$ cat config.mk
export PLATFORM = sky130hd
export DESIGN_NAME = top_k_priority_select
export DESIGN_NICKNAME = d
export VERILOG_FILES = /design/src/rtl/tkps_pkg.sv /design/src/rtl/tkps_cell.sv /design/src/rtl/top_k_priority_select.sv
export SDC_FILE = /design/constraint.sdc
export NUM_CORES = 2
export LEC_CHECK = 0
export ABC_AREA = 1
export BUFFER_PORTS_ARGS = -buffer_cell sky130_fd_sc_hd__buf_2
export CAP_MARGIN = 20
export CELL_PAD_IN_SITES_DETAIL_PLACEMENT = 1
export CELL_PAD_IN_SITES_GLOBAL_PLACEMENT = 2
export CORE_ASPECT_RATIO = 1.75
export CORE_MARGIN = 3
export CORE_UTILIZATION = 30
export DETAILED_ROUTE_END_ITERATION = 10
export PLACE_DENSITY_LB_ADDON = 0.1
export SETUP_SLACK_MARGIN = 0.4
export SKIP_CTS_REPAIR_TIMING = 1
export SYNTH_ARGS = -nofsm -noshare
export SYNTH_HDL_FRONTEND = slang
export SYNTH_HIERARCHICAL = 1
export SYNTH_SLANG_ARGS = --single-unit
export TNS_END_PERCENT = 100
$ cat constraint.sdc
create_clock -name clk -period 13.02 [get_ports clk]
set_input_delay 0.651 -clock clk [delete_from_list [all_inputs] [get_ports clk]]
set_output_delay 0.651 -clock clk [all_outputs]
set_load 0.03 [all_outputs]
$ cat src/rtl/tkps_pkg.sv
// Shared types and constants for the top-k priority select block.
package tkps_pkg;

  // Number of slot cells in the row; the rank and count fields are sized for it
  localparam int MAX_SELECT = 16;

  // Fixed field widths of the configuration and result words
  localparam int TOP_COUNT_W = 5;
  localparam int RANK_W      = 4;
  localparam int COUNT_W     = 5;

  localparam logic [TOP_COUNT_W-1:0] TOP_COUNT_RESET = 5'd16;

  // Sequencer states
  typedef enum logic [2:0] {
    ST_IDLE  = 3'b001,
    ST_COUNT = 3'b010,
    ST_EMIT  = 3'b100
  } tkps_state_t;

  // Commands broadcast from the sequencer to every slot cell
  typedef struct packed {
    logic ins;    // insert the broadcast entry
    logic drain;  // shift the whole row one place toward rank 0
    logic clr;    // empty every slot
  } tkps_cell_ctrl_t;

endpackage

$ cat src/rtl/tkps_cell.sv
// One slot of the sorted list: compares, inserts and shifts with its neighbors.
module tkps_cell #(
  parameter int IDX_W = 12,
  parameter int PRI_W = 16
) (
  input  logic                      clk,
  input  logic                      rst,
  input  tkps_pkg::tkps_cell_ctrl_t ctrl,
  input  logic                      active,
  input  logic [IDX_W-1:0]          new_idx,
  input  logic [PRI_W-1:0]          new_pri,
  input  logic [IDX_W-1:0]          left_idx,
  input  logic [PRI_W-1:0]          left_pri,
  input  logic                      left_vld,
  input  logic [IDX_W-1:0]          right_idx,
  input  logic [PRI_W-1:0]          right_pri,
  input  logic                      right_vld,
  input  logic                      pass_in,
  output logic                      pass_out,
  output logic [IDX_W-1:0]          idx,
  output logic [PRI_W-1:0]          pri,
  output logic                      vld
);
  import tkps_pkg::*;

  logic hit;

  // Entry belongs here if the slot is empty or holds strictly lower priority
  assign hit      = active && (!vld || (new_pri > pri));
  assign pass_out = pass_in || hit;

  always_ff @(posedge clk) begin
    if (rst) begin
      vld <= 1'b0;
    end else if (ctrl.clr) begin
      vld <= 1'b0;
    end else if (ctrl.drain) begin
      vld <= right_vld;
      idx <= right_idx;
      pri <= right_pri;
    end else if (ctrl.ins && active) begin
      if (pass_in) begin
        // insertion point lies ahead: take the neighbor's slot
        vld <= left_vld;
        idx <= left_idx;
        pri <= left_pri;
      end else if (hit) begin
        vld <= 1'b1;
        idx <= new_idx;
        pri <= new_pri;
      end
    end
  end

endmodule

$ cat src/rtl/top_k_priority_select.sv
// Top level of the streaming top-k priority select block.
//
// The block scans table entries, one word per cycle while idle, and keeps
// the top_count present entries with the highest priority in a row of slot
// cells sorted by descending priority; equal priorities keep arrival order
// and an entry that is not above any full slot is dropped. A non-final
// entry leaves the block idle, and a new one is taken in the next cycle. An
// entry with last_entry set is inserted, then a count state records the
// filled ranks, then the block emits top_count result words from rank 0
// upward, one per cycle while out_ready is high; it takes no input until the
// final result word is taken. Each entry is compared against every slot at
// once in the row of cells, and results drain out of cell 0 as the row
// shifts toward it. top_count of zero acts as one, and values above
// MAX_SELECT saturate. After the last result all slots empty.
module top_k_priority_select #(
  parameter int TABLE_ENTRIES = 4096,
  parameter int PRIORITY_BITS = 16
) (
  input  logic                                 clk,
  input  logic                                 rst,
  // configuration
  input  logic                                 cfg_wr_en,
  input  logic [tkps_pkg::TOP_COUNT_W-1:0]     cfg_wr_data,
  // entry words
  input  logic                                 in_valid,
  output logic                                 in_ready,
  input  logic [$clog2(TABLE_ENTRIES)-1:0]     entry_index,
  input  logic [PRIORITY_BITS-1:0]             entry_priority,
  input  logic                                 entry_present,
  input  logic                                 last_entry,
  // result words
  output logic                                 out_valid,
  input  logic                                 out_ready,
  output logic [tkps_pkg::RANK_W-1:0]          rank,
  output logic                                 slot_filled,
  output logic [$clog2(TABLE_ENTRIES)-1:0]     chosen_index,
  output logic [PRIORITY_BITS-1:0]             chosen_priority,
  output logic [tkps_pkg::COUNT_W-1:0]         selected_count,
  output logic                                 last_result
);
  import tkps_pkg::*;

  localparam int IDX_W = $clog2(TABLE_ENTRIES);
  localparam int PRI_W = PRIORITY_BITS;
  localparam int KW    = $clog2(MAX_SELECT + 1);

  // Registers
  logic [TOP_COUNT_W-1:0] top_count;
  tkps_state_t            state, state_next;
  logic [KW-1:0]          emit_rank, emit_rank_next;
  logic [KW-1:0]          sel_count, sel_count_next;

  // Handshake and control
  logic            in_fire, out_fire;
  logic [KW-1:0]   k;
  logic [KW-1:0]   k_last;
  logic [KW-1:0]   filled;
  tkps_cell_ctrl_t cell_ctrl;

  // Cell row
  logic [IDX_W-1:0] c_idx  [MAX_SELECT];
  logic [PRI_W-1:0] c_pri  [MAX_SELECT];
  logic             c_vld  [MAX_SELECT];
  logic             c_pass [MAX_SELECT];
  logic             c_act  [MAX_SELECT];

  // Hold the selection size; write it only while idle: the block itself does not enforce this
  always_ff @(posedge clk) begin
    if (rst) begin
      top_count <= TOP_COUNT_RESET;
    end else if (cfg_wr_en) begin
      top_count <= cfg_wr_data;
    end
  end

  // Active slot count: zero acts as one, saturate at the cell count
  always_comb begin
    if (top_count == '0) begin
      k = KW'(1);
    end else if (int'(top_count) > MAX_SELECT) begin
      k = KW'(MAX_SELECT);
    end else begin
      k = KW'(top_count);
    end
  end

  assign k_last = k - KW'(1);

  assign in_ready  = (state == ST_IDLE);
  assign out_valid = (state == ST_EMIT);
  assign in_fire   = in_valid && in_ready;
  assign out_fire  = out_valid && out_ready;

  // Insert on every present entry; drain toward rank 0 as results leave;
  // empty the row once the final result is taken
  always_comb begin
    cell_ctrl.ins   = in_fire && entry_present;
    cell_ctrl.drain = out_fire && !last_result;
    cell_ctrl.clr   = out_fire && last_result;
  end

  // Row of slot cells, rank 0 at the left
  for (genvar j = 0; j < MAX_SELECT; j++) begin : g_cell
    logic [IDX_W-1:0] l_idx, r_idx;
    logic [PRI_W-1:0] l_pri, r_pri;
    logic             l_vld, r_vld, p_in;

    assign c_act[j] = (KW'(j) < k);

    if (j == 0) begin : g_head
      assign l_idx = '0;
      assign l_pri = '0;
      assign l_vld = 1'b0;
      assign p_in  = 1'b0;
    end else begin : g_body
      assign l_idx = c_idx[j-1];
      assign l_pri = c_pri[j-1];
      assign l_vld = c_vld[j-1];
      assign p_in  = c_pass[j-1];
    end

    if (j == MAX_SELECT - 1) begin : g_tail
      assign r_idx = '0;
      assign r_pri = '0;
      assign r_vld = 1'b0;
    end else begin : g_inner
      assign r_idx = c_idx[j+1];
      assign r_pri = c_pri[j+1];
      assign r_vld = c_vld[j+1];
    end

    tkps_cell #(
      .IDX_W (IDX_W),
      .PRI_W (PRI_W)
    ) u_cell (
      .clk       (clk),
      .rst       (rst),
      .ctrl      (cell_ctrl),
      .active    (c_act[j]),
      .new_idx   (entry_index),
      .new_pri   (entry_priority),
      .left_idx  (l_idx),
      .left_pri  (l_pri),
      .left_vld  (l_vld),
      .right_idx (r_idx),
      .right_pri (r_pri),
      .right_vld (r_vld),
      .pass_in   (p_in),
      .pass_out  (c_pass[j]),
      .idx       (c_idx[j]),
      .pri       (c_pri[j]),
      .vld       (c_vld[j])
    );
  end

  // Count filled slots among the active ranks
  always_comb begin
    filled = '0;
    for (int j = 0; j < MAX_SELECT; j++) begin
      filled = filled + KW'(c_vld[j] && c_act[j]);
    end
  end

  // Sequencer: accept entries, count after the last one, then emit
  always_comb begin
    state_next     = state;
    emit_rank_next = emit_rank;
    sel_count_next = sel_count;
    unique case (state)
      ST_IDLE: begin
        if (in_fire && last_entry) begin
          state_next = ST_COUNT;
        end
      end
      ST_COUNT: begin
        sel_count_next = filled;
        emit_rank_next = '0;
        state_next     = ST_EMIT;
      end
      ST_EMIT: begin
        if (out_fire) begin
          if (last_result) begin
            emit_rank_next = '0;
            state_next     = ST_IDLE;
          end else begin
            emit_rank_next = emit_rank + KW'(1);
          end
        end
      end
      default: begin
        state_next = ST_IDLE;
      end
    endcase
  end

  always_ff @(posedge clk) begin
    if (rst) begin
      state     <= ST_IDLE;
      emit_rank <= '0;
      sel_count <= '0;
    end else begin
      state     <= state_next;
      emit_rank <= emit_rank_next;
      sel_count <= sel_count_next;
    end
  end

  // Result word comes straight from cell 0 and the sequencer registers
  assign rank            = RANK_W'(emit_rank);
  assign slot_filled     = c_vld[0];
  assign chosen_index    = c_vld[0] ? c_idx[0] : '0;
  assign chosen_priority = c_vld[0] ? c_pri[0] : '0;
  assign selected_count  = COUNT_W'(sel_count);
  assign last_result     = (emit_rank == k_last);

  // A final result returns the block to taking entries
  a_final_to_idle: assert property (@(posedge clk) disable iff (rst)
    out_valid && out_ready && last_result |=> in_ready && !out_valid)
    else $error("block not idle after final result");

  // A last entry stops intake and holds results back during the count state
  a_last_stops_intake: assert property (@(posedge clk) disable iff (rst)
    in_valid && in_ready && last_entry |=> !in_ready && !out_valid)
    else $error("intake continued after last entry");

  // The selected count holds across all results of one run
  a_count_holds: assert property (@(posedge clk) disable iff (rst)
    out_valid && out_ready && !last_result |=> out_valid && $stable(selected_count))
    else $error("selected count changed mid run");

  // Every run starts at rank 0
  a_first_rank: assert property (@(posedge clk) disable iff (rst)
    $rose(out_valid) |-> rank == '0)
    else $error("run did not start at rank 0");

endmodule

# --- Yosys cells after proc, flatten, opt, wreduce, memory -nomap -nowiden ---
# Index checks and enable logic that the tools add are counted.
word_totals:
  ram_bits: 0
  romBits: 0
  latchBits: 0
  regBits: 482
  elab_cells: 479
  mem_count: 0
  output_inout_bits: 41
classes:
  n_reduce_logical: 172
  n_mux: 196
  multipliers: 0
  eq_ne: 7
  n_div: 0
  addsub: 17
  bitwise: 2
  shift: 0
  magnitude_cmp: 33
ops:
  columns: ["op", "n"]
  rows:
  - ["$mux 16", 63]
  - ["$mux 12", 63]
  - ["$gt 16x16->1", 16]
  - ["$reduce_and 4->1", 16]
  - ["$mux 1", 61]
  - ["$add 5x1->5", 11]
  - ["$logic_and 1x1->1", 54]
  - ["$reduce_bool 3->1", 15]
  - ["$lt 4x5->1 const A", 8]
  - ["$reduce_bool 2->1", 19]
  - ["$reduce_and 2->1", 17]
  - ["$logic_or 1x1->1", 30]
  - ["$lt 3x5->1 const A", 4]
  - ["$mux 5", 4]
  - ["$logic_not 1->1", 17]
  - ["$lt 1x5->1 const A", 2]
  - ["$lt 2x5->1 const A", 2]
  - ["$pmux 5 s2", 1]
  - ["$mux 3", 3]
  - ["$pmux 3 s3", 1]
  - ["$ne 2x1->1 const B", 3]
  - ["$add 4x1->5", 1]
  - ["$add 5x1->5 const B", 1]
  - ["$eq 5x5->1", 1]
  - ["other kinds (13)", 14]

# --- Depth between registers and ports, before layout ---
depth:
  depth_word: 21
  ltp_mapped: 77
  mapped_depth_nobuf: 48

# --- Modules after synthesis ---
# Netlist, hierarchy kept.
modules_own_cells:
  columns: ["mod", "instances", "area_per_inst_um2", "cells_per_inst"]
  rows:
  - ["tkps_cell", 16, 1928.1, 241]
  - ["top_k_priority_select", 1, 1899.3, 285]

# --- Worst setup path before layout ---
# No wires, ideal clock.
synth_path:
  path_kind: "input to register"
  from: "input port entry_priority[15]"
  to: "register g_cell[15].u_cell.idx[0] (enable)"
  required_time_ns: 12.632
  path_stages: 69
  path_buffers: 29
  path_slack_ns: 2.671
  t_arrival_ns: 9.961
  path_cell_list: "ha_1 > nand2_2 > nor3_2 > nand2_1 > nand2_1 > nand2_1 > nand2_1 > nand2_2 > nand2_1 > buf_2 > buf_2 > inv_1 > nand2_1 > buf_2 > buf_2 > inv_1 > nand2_1 > buf_2 > [33 not listed] > inv_1 > nand2_1 > buf_2 > buf_2 > inv_1 > nand2_1 > buf_2 > buf_2 > inv_1 > nand2_1 > buf_2 > buf_2 > inv_1 > nand2_1 > nor2_1 > buf_6 > nand2_2 > and3_1"
synth_rtl:
  columns: ["element", "line", "rtl"]
  rows:
  - ["start: declaration", "top_k_priority_select.sv:28", "input logic [PRIORITY_BITS-1:0] entry_priority,"]
  - ["end signal: assignment", "tkps_cell.sv:39", "idx <= right_idx;"]
  - ["end signal: assignment", "tkps_cell.sv:45", "idx <= left_idx;"]
  - ["end signal: assignment", "tkps_cell.sv:49", "idx <= new_idx;"]
  - ["end: declaration", "tkps_cell.sv:20", "output logic [IDX_W-1:0] idx,"]

==> flow_metrics.tcl <==
set metrics [dict create \
    wl_per_cell_um 19.1 \
    tightestPinTransition_ns 0.909 \
    ir_worst_vdd_mv 0.0971 \
    worstSetupPathDepth 55 \
    placement.io_buffers 80 \
    grt_pass1_wl_um 173000 \
    power_density_nw_per_um2 109 \
    critical_path_class "reg2reg" \
    post_detailed_route_drc_marker_count 0 \
    floorplan.io_pins 81 \
    finClkSkew_ns 0.0237 \
    number_of_failing_hold_endpoints_at_the_final_stage 0 \
    postRouteAntennaNets 0 \
    cts.sinks 482 \
    rows 159 \
    timing.critical_path.buf_inv 29 \
    gp_congestion 0.764 \
    final_period_minus_worst_setup_slack_ns 9.12 \
    setup_total_negative_slack_ns 0 \
    timing.critical_path.fanout_max 31 \
    detail_route.vias_per_cell 4.81 \
    r2r.worst_path.cells 55 \
    die_width_um 256 \
    drt_iter0_drc 1086 \
    detail_route.wirelength_um 109000 \
    tritoncts "done" \
    run_status "complete, no violations" \
    static-leakage-power_uw 0.0164 \
    grt_setup_unrepaired "no" \
    clk_root_buffer_cell "sky130_fd_sc_hd__clkbuf_16" \
    dr_total_vias 27500 \
    timing.critical_path.required_ns 13.32 \
    drt-pass1-iter-count 5 \
    number_of_antenna_violations_at_the_first_check_in_global_routing 1 \
    critical_path.startpoint_type "register" \
    die_height_um 443 \
    crit_top_cell "sky130_fd_sc_hd__nand2_1" \
    grt_start_max_net_pins 118 \
    critPathCaptureType "register" \
    worstSkewPairLatency_ns 0.65 \
    setup_viol 0 \
    cts_buffer_depth 3 \
    initial_core_util_pct 30.4 \
    fin_nets 4540 \
    fin_worst_hold_slack_ns 0.231 \
    cts-buffers-inserted 55 \
    crit_path_max_incr_delay_ns 0.38 \
    hold_path.class "in2reg" \
    crit_path_top_delay_cell "sky130_fd_sc_hd__edfxtp_1" \
    detailedPlacementHpwl_um 85100 \
    cts.htree.levels 2 \
    global_route.usage.total_pct 19.3 \
    max_cap_viols 0 \
    clkTransAtPathRegs_ns 0.06 \
    worstHoldPathCells 2 \
    share_of_the_clock_period_used_by_the_worst_path_after_layout_pct 70.0 \
    synth.cell_area_um2 32700 \
    category_of_cells_accounting_for_the_largest_share_of_critical_path_delay "buffers and inverters" \
    dieArea_um2 113000 \
    synthToLayoutAreaGrowth_pct 11.6 \
    synth.yosys.warnings 6 \
    synthesis.instances 4139 \
    core_um2 108000 \
    multiInputGateArea_um2 16200 \
    final-seq-area_um2 14100 \
    achievable-frequency_mhz 110 \
    postSynthAreaPerCell_um2 7.91 \
    finalMaxSlewViolations 0 \
    relSlewSlack_pct 39.4 \
    number_of_global_route_vias_before_repair 29200 \
    grt_remaining_overflow 0 \
    num-fill-cells 13100 \
    drive_above_1_share_pct 9.09 \
    arrival_ns 9.42 \
]
-- power by group --
group	total [µW]	internal, µW	switching (µW)
Combinational	634	209	425
Sequential	1860	1800	62.3
Clock	1500	806	692
Total	3990	2810	1180
-- placed cells by master (no fill, tap or decap), drive strengths merged --
master	instances
clkinvlp	1
xor2	5
clkbuf	73
clkinv	24
buf	170
inv	428
fa	10
nor3b	1
a21o	17
and3	16
o22ai	16
a22oi	1
mux2i	1
nand2	1390
o21ai	27
edfxtp	448
xnor2	1
a21oi	123
and2	2
nand3b	1
nor2	152
ha	264
dfxtp	34
nand3	957
nand4	18
bufinv	1
diode	2
o211ai	1
nor4	1
nor3	21
conb	64
o31ai	1
-- worst reg2reg max path: cells and delay by family (launching register included) --
kind	cells	cell delay, ns
flip-flops	1	0.38
AND/OR/NAND/NOR	25	2.33
buffers and inverters	29	5.72
adder cells (fa/ha/maj)	1	0.30
-- path summary, 6_finish.rpt --
path	end	start	slack (ns)
max	g_cell[15].u_cell/idx[7]	g_cell[0].u_cell/pri[11]	3.90
min	top_count[4]	cfg_wr_en	0.23
max reg2reg	g_cell[15].u_cell/idx[7]	g_cell[0].u_cell/pri[11]	3.90
min reg2reg	selected_count[3]	selected_count[3]	0.48
-- area by class of cell --
type                    count  share of cell area, %
multi-input cells        3090                   44.5
well taps                1449                   4.96
clock inverters            27                  0.448
repair buffers            170                   3.03
clock buffers              73                   4.01
flip-flops and latches    482                   38.7
inverters                 427                   4.41
diodes                      2                 0.0137
-- registers in the layout (all words and copies together) (netlist names) --
| signal | cells |
|---|---|
| g_cell.u_cell/idx | 192 |
| state | 3 |
| top_count | 5 |
| g_cell.u_cell/vld | 16 |
| emit_rank | 5 |
| selected_count | 5 |
| g_cell.u_cell/pri | 256 |
-- layer usage --
metal	part of all wire [%]	GRT usage, %
met1	40	21.6
met2	55	38.6
met3	1.7	1.59
met4	2.4	5.01
met5	0	0
-- stage by stage --
stage	setup WS [ns]	instances	util, %	cell area [µm²]	power (µW)
6_report	3.90	5720	33.9	36500	3990
5_1_grt	2.76	5719	33.9	36500	4220
3_3_place_gp	2.99	5617	32.4	34900	2530
4_1_cts	3.51	5717	33.9	36500	4090
3_5_place_dp	3.01	5617	32.4	34900	2540
2_1_floorplan	2.67	4201	-	33000	2290
Power figures use the tool's default switching activity.
